<file path="src/hw/rtl/itsa_pkg.sv">
// ----------------------------------------------------------------------------
// itsa_pkg
// Shared types and constants of the icon tile slot allocator.
// ----------------------------------------------------------------------------
`default_nettype none

package itsa_pkg;

  localparam int ICON_COUNT_DEF = 160;
  localparam int SLOT_COUNT_DEF = 32;

  localparam int ICON_W     = 8;
  localparam int OFFSET_W   = 16;
  localparam int TILE_END_W = 10;
  localparam int TILE_W     = 16;
  localparam int SLOT_OUT_W = 5;
  localparam int COUNT_W    = 8;
  localparam int SLOT_P1_W  = 6;

  localparam logic [TILE_END_W-1:0] TILE_END_RST = 10'd1023;
  localparam logic [COUNT_W-1:0]    COUNT_MAX    = 8'd255;

  typedef enum logic [1:0] {
    CMD_GET     = 2'd0,
    CMD_RELEASE = 2'd1,
    CMD_CLEAR   = 2'd2,
    CMD_BLANK   = 2'd3
  } cmd_t;

  typedef struct packed {
    logic [COUNT_W-1:0]   count;
    logic [SLOT_P1_W-1:0] slot_p1;
  } entry_t;

endpackage

`default_nettype wire

</file>
<file path="src/hw/rtl/icon_tile_slot_allocator_top.sv">
// ----------------------------------------------------------------------------
// icon_tile_slot_allocator_top
// Maps icon numbers to display tile slots with a saturating use count.
//
// Input channel (in_valid/in_stall) carries one command item: get, release,
// clear all or blank, with an icon number and a tile offset. Every item gives
// exactly one result item on the output channel (out_valid/out_stall).
// Per-icon count and slot live in a synchronous memory with a registered read;
// slot occupancy and per-icon valid bits sit in flip-flops.
// An item runs in two steps: the memory read, then the update and write-back.
// The result is written to the output register in the update step; a
// new item is taken only once the previous one has left the update step.
// The output register lets the next item be accepted while a result waits;
// that item then holds in the update step until the result is taken.
// Reset (rst, synchronous) empties all stores at once through the valid bits
// and sets tile_end to 1023. tile_end is written through cfg_we/cfg_data;
// the user must write it only while the block is idle, as the block has no guard for this.
// ----------------------------------------------------------------------------
`default_nettype none

module icon_tile_slot_allocator_top #(
  parameter int ICON_COUNT = itsa_pkg::ICON_COUNT_DEF,
  parameter int SLOT_COUNT = itsa_pkg::SLOT_COUNT_DEF
) (
  input  wire                                   clk,
  input  wire                                   rst,
  input  wire                                   cfg_we,
  input  wire  [itsa_pkg::TILE_END_W-1:0]       cfg_data,
  input  wire                                   in_valid,
  output logic                                  in_stall,
  input  wire  [1:0]                            command,
  input  wire  [itsa_pkg::ICON_W-1:0]           icon,
  input  wire  [itsa_pkg::OFFSET_W-1:0]         tile_offset,
  output logic                                  out_valid,
  input  wire                                   out_stall,
  output logic [itsa_pkg::TILE_W-1:0]           tile_first,
  output logic                                  consecutive,
  output logic                                  load_request,
  output logic [itsa_pkg::SLOT_OUT_W-1:0]       slot,
  output logic                                  full_res,
  output logic [itsa_pkg::COUNT_W-1:0]          use_count
);

  localparam int IDX_W  = (ICON_COUNT > 1) ? $clog2(ICON_COUNT) : 1;
  localparam int SIDX_W = (SLOT_COUNT > 1) ? $clog2(SLOT_COUNT) : 1;
  localparam int SP1_W  = itsa_pkg::SLOT_P1_W;
  localparam int CNT_W  = itsa_pkg::COUNT_W;

  typedef enum logic {
    S_IDLE,
    S_EXEC
  } state_t;

  state_t state;

  logic [itsa_pkg::TILE_END_W-1:0] tile_end;
  logic [ICON_COUNT-1:0]           vld;
  logic [SLOT_COUNT-1:0]           used;

  itsa_pkg::entry_t mem [ICON_COUNT];
  itsa_pkg::entry_t rd_q;
  logic             rd_vld_q;

  itsa_pkg::cmd_t              cmd_q;
  logic                        in_range_q;
  logic [IDX_W-1:0]            idx_q;
  logic [itsa_pkg::OFFSET_W-1:0] offset_q;

  logic             accept;
  logic             fire;
  logic             in_range;
  logic [IDX_W-1:0] idx;

  logic                 mem_we;
  itsa_pkg::entry_t     wdata;
  logic                 set_vld;
  logic                 take_slot;
  logic                 free_slot;
  logic [SIDX_W-1:0]    take_idx;
  logic [SIDX_W-1:0]    free_idx;
  logic                 do_clear;

  itsa_pkg::entry_t     cur;
  logic                 found;
  logic [SIDX_W-1:0]    low_free;
  logic [CNT_W-1:0]     cnt_inc;
  logic [SP1_W-1:0]     res_p1;
  logic [SP1_W-1:0]     slot_idx;
  logic                 res_hit;
  logic [itsa_pkg::TILE_W-1:0] tile_calc;

  logic [itsa_pkg::TILE_W-1:0]     r_tile;
  logic                            r_consec;
  logic                            r_load;
  logic [itsa_pkg::SLOT_OUT_W-1:0] r_slot;
  logic                            r_full;
  logic [CNT_W-1:0]                r_count;

  assign in_stall = (state != S_IDLE);
  assign accept   = in_valid && !in_stall;
  assign fire     = (state == S_EXEC) && (!out_valid || !out_stall);
  assign in_range = ({1'b0, icon} < (itsa_pkg::ICON_W+1)'(ICON_COUNT));
  assign idx      = icon[IDX_W-1:0];

  always_ff @(posedge clk) begin
    if (accept) begin
      rd_q <= mem[idx];
    end
    if (mem_we && fire) begin
      mem[idx_q] <= wdata;
    end
  end

  always_comb begin
    found    = 1'b0;
    low_free = '0;
    for (int i = SLOT_COUNT - 1; i >= 0; i--) begin
      if (!used[i]) begin
        found    = 1'b1;
        low_free = SIDX_W'(i);
      end
    end
  end

  always_comb begin
    cur       = rd_vld_q ? rd_q : '0;
    cnt_inc   = (cur.count == itsa_pkg::COUNT_MAX) ? cur.count : cur.count + CNT_W'(1);
    mem_we    = 1'b0;
    wdata     = cur;
    set_vld   = 1'b0;
    take_slot = 1'b0;
    take_idx  = low_free;
    free_slot = 1'b0;
    free_idx  = '0;
    do_clear  = 1'b0;
    res_p1    = '0;
    res_hit   = 1'b0;
    r_load    = 1'b0;
    r_full    = 1'b0;
    r_count   = '0;
    slot_idx  = cur.slot_p1 - SP1_W'(1);
    unique case (cmd_q)
      itsa_pkg::CMD_GET: begin
        if (!in_range_q) begin
          r_full = 1'b1;
        end else if (cur.slot_p1 != '0) begin
          mem_we        = 1'b1;
          set_vld       = 1'b1;
          wdata.count   = cnt_inc;
          res_p1        = cur.slot_p1;
          res_hit       = 1'b1;
          r_count       = cnt_inc;
        end else if (found) begin
          mem_we        = 1'b1;
          set_vld       = 1'b1;
          take_slot     = 1'b1;
          wdata.count   = cnt_inc;
          wdata.slot_p1 = SP1_W'(low_free) + SP1_W'(1);
          res_p1        = SP1_W'(low_free) + SP1_W'(1);
          res_hit       = 1'b1;
          r_load        = 1'b1;
          r_count       = cnt_inc;
        end else begin
          r_full  = 1'b1;
          r_count = cur.count;
        end
      end
      itsa_pkg::CMD_RELEASE: begin
        if (in_range_q && (cur.slot_p1 != '0)) begin
          mem_we        = 1'b1;
          set_vld       = 1'b1;
          wdata.slot_p1 = '0;
          if (cur.slot_p1 <= SP1_W'(SLOT_COUNT)) begin
            free_slot = 1'b1;
            free_idx  = slot_idx[SIDX_W-1:0];
          end
        end
      end
      itsa_pkg::CMD_CLEAR: begin
        do_clear = 1'b1;
      end
      default: begin
      end
    endcase
    tile_calc = itsa_pkg::TILE_W'(tile_end)
              - {8'b0, res_p1, 2'b00}
              + offset_q;
  end

  always_comb begin
    r_consec = res_hit;
    r_tile   = res_hit ? tile_calc : '0;
    r_slot   = res_hit ? itsa_pkg::SLOT_OUT_W'(res_p1 - SP1_W'(1)) : '0;
  end

  always_ff @(posedge clk) begin
    if (rst) begin
      state     <= S_IDLE;
      tile_end  <= itsa_pkg::TILE_END_RST;
      vld       <= '0;
      used      <= '0;
      out_valid <= 1'b0;
    end else begin
      if (cfg_we) begin
        tile_end <= cfg_data;
      end
      if (out_valid && !out_stall && !fire) begin
        out_valid <= 1'b0;
      end
      unique case (state)
        S_IDLE: begin
          if (accept) begin
            state      <= S_EXEC;
            cmd_q      <= itsa_pkg::cmd_t'(command);
            in_range_q <= in_range;
            idx_q      <= idx;
            offset_q   <= tile_offset;
            rd_vld_q   <= in_range ? vld[idx] : 1'b0;
          end
        end
        S_EXEC: begin
          if (fire) begin
            state        <= S_IDLE;
            out_valid    <= 1'b1;
            tile_first   <= r_tile;
            consecutive  <= r_consec;
            load_request <= r_load;
            slot         <= r_slot;
            full_res     <= r_full;
            use_count    <= r_count;
            if (do_clear) begin
              vld  <= '0;
              used <= '0;
            end else begin
              if (set_vld) begin
                vld[idx_q] <= 1'b1;
              end
              if (take_slot) begin
                used[take_idx] <= 1'b1;
              end
              if (free_slot) begin
                used[free_idx] <= 1'b0;
              end
            end
          end
        end
        default: begin
          state <= S_IDLE;
        end
      endcase
    end
  end

endmodule

`default_nettype wire

</file>
<file path="config.mk">
export PLATFORM = sky130hd
export DESIGN_NAME = icon_tile_slot_allocator_top
export DESIGN_NICKNAME = d
export VERILOG_FILES = /design/src/hw/rtl/itsa_pkg.sv /design/src/hw/rtl/icon_tile_slot_allocator_top.sv
export SDC_FILE = /design/constraint.sdc
export NUM_CORES = 2
export LEC_CHECK = 0
export BUFFER_PORTS_ARGS = -buffer_cell sky130_fd_sc_hd__buf_2
export CAP_MARGIN = 25
export CORE_ASPECT_RATIO = 1.25
export CORE_MARGIN = 2
export CORE_UTILIZATION = 35
export DETAILED_ROUTE_END_ITERATION = 16
export PLACE_DENSITY_LB_ADDON = 0.2
export SYNTH_ARGS = -nofsm -noshare
export SYNTH_HDL_FRONTEND = slang
export SYNTH_SLANG_ARGS = --single-unit
</file>
<file path="constraint.sdc">
create_clock -name clk -period 31 [get_ports clk]
set_input_delay 7.75 -clock clk [delete_from_list [all_inputs] [get_ports clk]]
set_output_delay 7.75 -clock clk [all_outputs]
set_load 0.01 [all_outputs]
</file>
==> impl_metrics.xml <==
<?xml version="1.0" encoding="UTF-8"?>
<metrics>
  <group name="clock_tree">
    <metric name="ctsLongestPathBuffers" unit="">4</metric>
    <metric name="buffer_count_from_post_cts_setup_fixing" unit="">0</metric>
    <metric name="cts-hold-fix-buffers" unit="">0</metric>
    <metric name="cts-buffers-inserted" unit="">245</metric>
    <metric name="tritoncts_clock_tree" unit="">yes</metric>
    <metric name="cts_sinks" unit="">2518</metric>
    <metric name="path_clk_slew" unit="ns">0.06</metric>
    <metric name="clock-root-buffer" unit="">sky130_fd_sc_hd__clkbuf_16</metric>
    <metric name="cts.htree.levels" unit="">4</metric>
    <metric name="clock_latency" unit="ns">0.93</metric>
    <metric name="post_cts.resized_instances" unit="">0</metric>
  </group>
  <group name="critical_path">
    <metric name="r2r_end" unit="">tile_first[15]$_SDFFCE_PN0P_</metric>
    <metric name="setup.worst_path.start_class" unit="">input pin</metric>
    <metric name="critical_path_data_arrival_time" unit="ns">14.52</metric>
    <metric name="rr_startpoint" unit="">rd_vld_q$_SDFFCE_PN0P_</metric>
    <metric name="register_to_register_setup_slack" unit="ns">24.29</metric>
    <metric name="setup.worst_path.start" unit="">icon[0]</metric>
    <metric name="reg2regPathDepth" unit="">25</metric>
    <metric name="worst-endpoint-required" unit="ns">31.59</metric>
    <metric name="worstSetupPathType" unit="">input pin to flip-flop</metric>
    <metric name="worst_setup_path_end_kind" unit="">flip-flop</metric>
    <metric name="critical_path.max_fanout" unit="">69</metric>
  </group>
  <group name="timing">
    <metric name="worstMarginPinSlew" unit="ns">1.152</metric>
    <metric name="achievable-frequency" unit="MHz">71.77</metric>
    <metric name="timing.final.crit_share" unit="">0.4495</metric>
    <metric name="clock-skew-final" unit="ns">0.05757</metric>
    <metric name="final-max-slew-violation-count" unit="">0</metric>
    <metric name="finalSetupTns" unit="ns">0</metric>
    <metric name="rsz0062_at_grt" unit="">false</metric>
    <metric name="max_transition_margin" unit="">0.2318</metric>
    <metric name="timing.final.crit_period" unit="ns">13.93</metric>
    <metric name="hold_violations_final" unit="">0</metric>
    <metric name="setup_viol_count_final" unit="">0</metric>
  </group>
  <group name="pwr">
    <metric name="totalPowerFinal" unit="W">0.007054</metric>
    <metric name="irDropWorstVdd" unit="V">0.00005482</metric>
    <metric name="pwr-share-seq" unit="">0.529</metric>
    <metric name="p_sw" unit="W">0.001527</metric>
    <metric name="internal_power" unit="W">0.005527</metric>
    <metric name="clkPwrFrac" unit="">0.419</metric>
    <metric name="swShare" unit="">0.2165</metric>
    <metric name="cellLeakagePower" unit="nW">35.50</metric>
    <metric name="pwr-share-comb" unit="">0.052</metric>
    <metric name="p_per_area" unit="mW/mm^2">62.53</metric>
  </group>
  <group name="layout">
    <metric name="multi_input_comb_area" unit="mm^2">0.02397</metric>
    <metric name="sequential_cell_area" unit="mm^2">0.07357</metric>
    <metric name="drive_gt1_frac" unit="">0.2908</metric>
    <metric name="synthToLayoutAreaGrowth" unit="%">14.44</metric>
    <metric name="final_nets" unit="">5165</metric>
    <metric name="postLayoutCellArea" unit="mm^2">0.1128</metric>
    <metric name="layout.filler_cells" unit="">24650</metric>
    <metric name="instances_no_fill" unit="">9016</metric>
  </group>
  <group name="grt">
    <metric name="grt_util_all_layers" unit="">0.1829</metric>
    <metric name="grtUsageMet3" unit="">0.02414</metric>
    <metric name="grt.overflow.total" unit="">0</metric>
    <metric name="grt_start_max_net_pins" unit="">161</metric>
    <metric name="grt_pass1_vias" unit="">49900</metric>
    <metric name="wire_length_of_the_first_global_routing_pass" unit="mm">376.9</metric>
    <metric name="grt_most_used_layer" unit="">met2</metric>
    <metric name="global_routing_met2_resource_utilization" unit="">0.3192</metric>
    <metric name="grt.met1_usage" unit="">0.2366</metric>
    <metric name="grt_antenna_before_repair" unit="">6</metric>
  </group>
  <group name="yosys">
    <metric name="synth.lib_cells_used.distinct" unit="">76</metric>
    <metric name="netlist_instances" unit="">4766</metric>
    <metric name="synthesis.yosys.warnings" unit="">0</metric>
    <metric name="synth-seq-cells" unit="">2518</metric>
    <metric name="netlist_area" unit="mm^2">0.09857</metric>
    <metric name="post_synth.cell_area_avg" unit="um^2">20.68</metric>
    <metric name="async_flop_share" unit="">0</metric>
    <metric name="synth_sequential_area_ratio" unit="">0.7464</metric>
    <metric name="post_synth_edffs" unit="">2314</metric>
    <metric name="dominantRegCellSynth" unit="">sky130_fd_sc_hd__edfxtp_1</metric>
    <metric name="mappedNetlistNets" unit="">4838</metric>
  </group>
  <group name="place">
    <metric name="placedInstanceArea" unit="mm^2">0.1048</metric>
    <metric name="hpwlAfterDp" unit="mm">154.5</metric>
    <metric name="routabilityCongestion" unit="">0.7948</metric>
    <metric name="port-buffer-count" unit="">74</metric>
    <metric name="place.detailed.instances" unit="">8560</metric>
  </group>
  <group name="die">
    <metric name="die-height" unit="um">597.3</metric>
    <metric name="coreArea" unit="mm^2">0.2799</metric>
    <metric name="design.portCount" unit="">75</metric>
    <metric name="starting_density" unit="">0.3521</metric>
    <metric name="row_count" unit="">217</metric>
    <metric name="die-width" unit="um">478.7</metric>
    <metric name="die_area" unit="mm^2">0.2859</metric>
  </group>
  <group name="detailed_routing">
    <metric name="antenna_violating_nets_post_route" unit="">0</metric>
    <metric name="detail_route.drc_violations" unit="">0</metric>
    <metric name="viasPerCell" unit="">5.355</metric>
    <metric name="overall_via_count_from_detail_route" unit="">48280</metric>
    <metric name="total_wirelength_of_the_detailed_routed_design" unit="mm">263.6</metric>
    <metric name="drtIter0Drc" unit="">4307</metric>
    <metric name="drt_pass1_iterations" unit="">5</metric>
    <metric name="post_drt_wl_per_cell" unit="um">29.24</metric>
  </group>
  <group name="min_path">
    <metric name="holdCritPathClass" unit="">flip-flop to flip-flop</metric>
    <metric name="min_delay_worst_endpoint" unit="">vld[14]$_SDFFE_PP0P_</metric>
    <metric name="hold_path_startpoint" unit="">vld[14]$_SDFFE_PP0P_</metric>
    <metric name="hold_path_cells" unit="">2</metric>
  </group>
  <group name="status">
    <metric name="outcome" unit="">completed</metric>
  </group>
  <group name="job">
    <metric name="max_cap_viol_count" unit="">0</metric>
  </group>
</metrics>
cells in the mapped netlist (16+ instances only):
cell type                  instances  area (um^2)
sky130_fd_sc_hd__nand3_1          35        175.2
sky130_fd_sc_hd__buf_2            79        395.4
sky130_fd_sc_hd__nor2b_1          28        175.2
sky130_fd_sc_hd__mux4_2          766        17250
sky130_fd_sc_hd__clkbuf_1        130        488.0
sky130_fd_sc_hd__nor2_1          423         1588
sky130_fd_sc_hd__nor3_1           39        195.2
sky130_fd_sc_hd__mux2i_1          39        390.4
sky130_fd_sc_hd__o21ai_0          47        235.2
sky130_fd_sc_hd__edfxtp_1       2314        69490
sky130_fd_sc_hd__buf_1            21        78.83
sky130_fd_sc_hd__nand2_1         105        394.1
sky130_fd_sc_hd__ha_1             29        362.9
sky130_fd_sc_hd__a211oi_1         41        307.8
sky130_fd_sc_hd__inv_1            20        75.07
sky130_fd_sc_hd__dfxtp_1         204         4084
sky130_fd_sc_hd__xnor2_1          16        140.1
sky130_fd_sc_hd__a21oi_1         226         1131
sky130_fd_sc_hd__nand4_1          19        118.9
power groups by stage:
| stage | sequential, W | clock, W | combinational [W] |
|---|---|---|---|
| finish | 0.00373 | 0.00296 | 0.000367 |
| global route | 0.00373 | 0.00314 | 0.000391 |
| CTS | 0.00373 | 0.00302 | 0.000376 |
| detailed placement | 0.00380 | 0 | 0.000375 |
| global placement | 0.00380 | 0 | 0.000371 |
| floorplan | 0.00382 | 0 | 0.000225 |
worst max-delay path, cell delays in order:
cell,delay (ns)
sky130_fd_sc_hd__buf_8,0.59
sky130_fd_sc_hd__buf_4,0.81
sky130_fd_sc_hd__buf_4,0.85
sky130_fd_sc_hd__buf_4,0.83
sky130_fd_sc_hd__buf_4,0.72
sky130_fd_sc_hd__buf_4,0.80
sky130_fd_sc_hd__mux4_2,0.59
sky130_fd_sc_hd__mux4_2,0.52
sky130_fd_sc_hd__mux4_2,0.52
sky130_fd_sc_hd__a21oi_1,0.22
sky130_fd_sc_hd__o21ai_1,0.09
flip-flops by register name (all words and copies together) (netlist names):
signal	count
vld	160
use_count	8
tile_end	10
in_range_q	1
mem	2240
consecutive	1
used	32
slot	5
full_res	1
idx_q	8
rd_q	14
load_request	1
in_stall	1
cmd_q	2
tile_first	16
offset_q	16
out_valid	1
rd_vld_q	1
area by class of cell:
cell class	count	area share
Antenna cell	8	0.0001775
Clock buffer	295	0.05709
Clock inverter	144	0.01198
Inverter	22	0.0007542
Multi-Input combinational cell	1969	0.2125
Sequential cell	2518	0.6522
Tap cell	3723	0.04129
Timing Repair Buffer	337	0.02400
cell usage in the layout, fill, tap and decap left out, drive strengths merged, types with 36 or more instances in the layout:
master / n
nor3: 39
dfxtp: 204
nand3: 36
clkinv: 109
a21oi: 232
clkbuf: 297
nand2: 109
mux2i: 39
mux4: 766
o21ai: 50
nor2: 425
buf: 335
a211oi: 41
edfxtp: 2314
worst max-delay path by stage:
stage / end / slack [ns] / cells after the start
floorplan: rd_vld_q$_SDFFCE_PN0P_ / 20.57 / 11
global placement: rd_vld_q$_SDFFCE_PN0P_ / 15.78 / 11
detailed placement: rd_vld_q$_SDFFCE_PN0P_ / 15.82 / 11
CTS: rd_vld_q$_SDFFCE_PN0P_ / 16.78 / 11
global route: rd_vld_q$_SDFFCE_PN0P_ / 16.32 / 11
finish: rd_vld_q$_SDFFCE_PN0P_ / 17.07 / 11
metal layers:
layer / wire length (um) / up-vias
met5: 0 / -
met2: 135400 / 1262
li1: - / 20350
met1: 107500 / 26300
met3: 12320 / 363
met4: 8319 / 0
stage by stage:
stage	hold slack, ns	setup WS, ns	util
floorplan	0.4315	20.57	-
global placement	0.4420	15.78	0.3733
detailed placement	0.4504	15.82	0.3745
CTS	0.4649	16.78	0.4024
global route	0.4830	16.32	0.4029
finish	0.4603	17.07	0.4030
cells by family (layout without fill, tap and decap cells):
| group | after synthesis | in the layout | share of synthesized area |
|---|---|---|---|
| AND/OR/NAND/NOR | 717 | 717 | 0.03187 |
| multiplexers | 807 | 807 | 0.1792 |
| AO/OA/AOI/OAI | 385 | 385 | 0.02266 |
| other | 0 | 8 | 0 |
| XOR/XNOR | 29 | 29 | 0.002577 |
| adder cells (fa/ha/maj) | 31 | 31 | 0.004087 |
| buffers and inverters | 279 | 798 | 0.01323 |
| flip-flops | 2518 | 2518 | 0.7464 |
(Power assumes the default switching activity.)
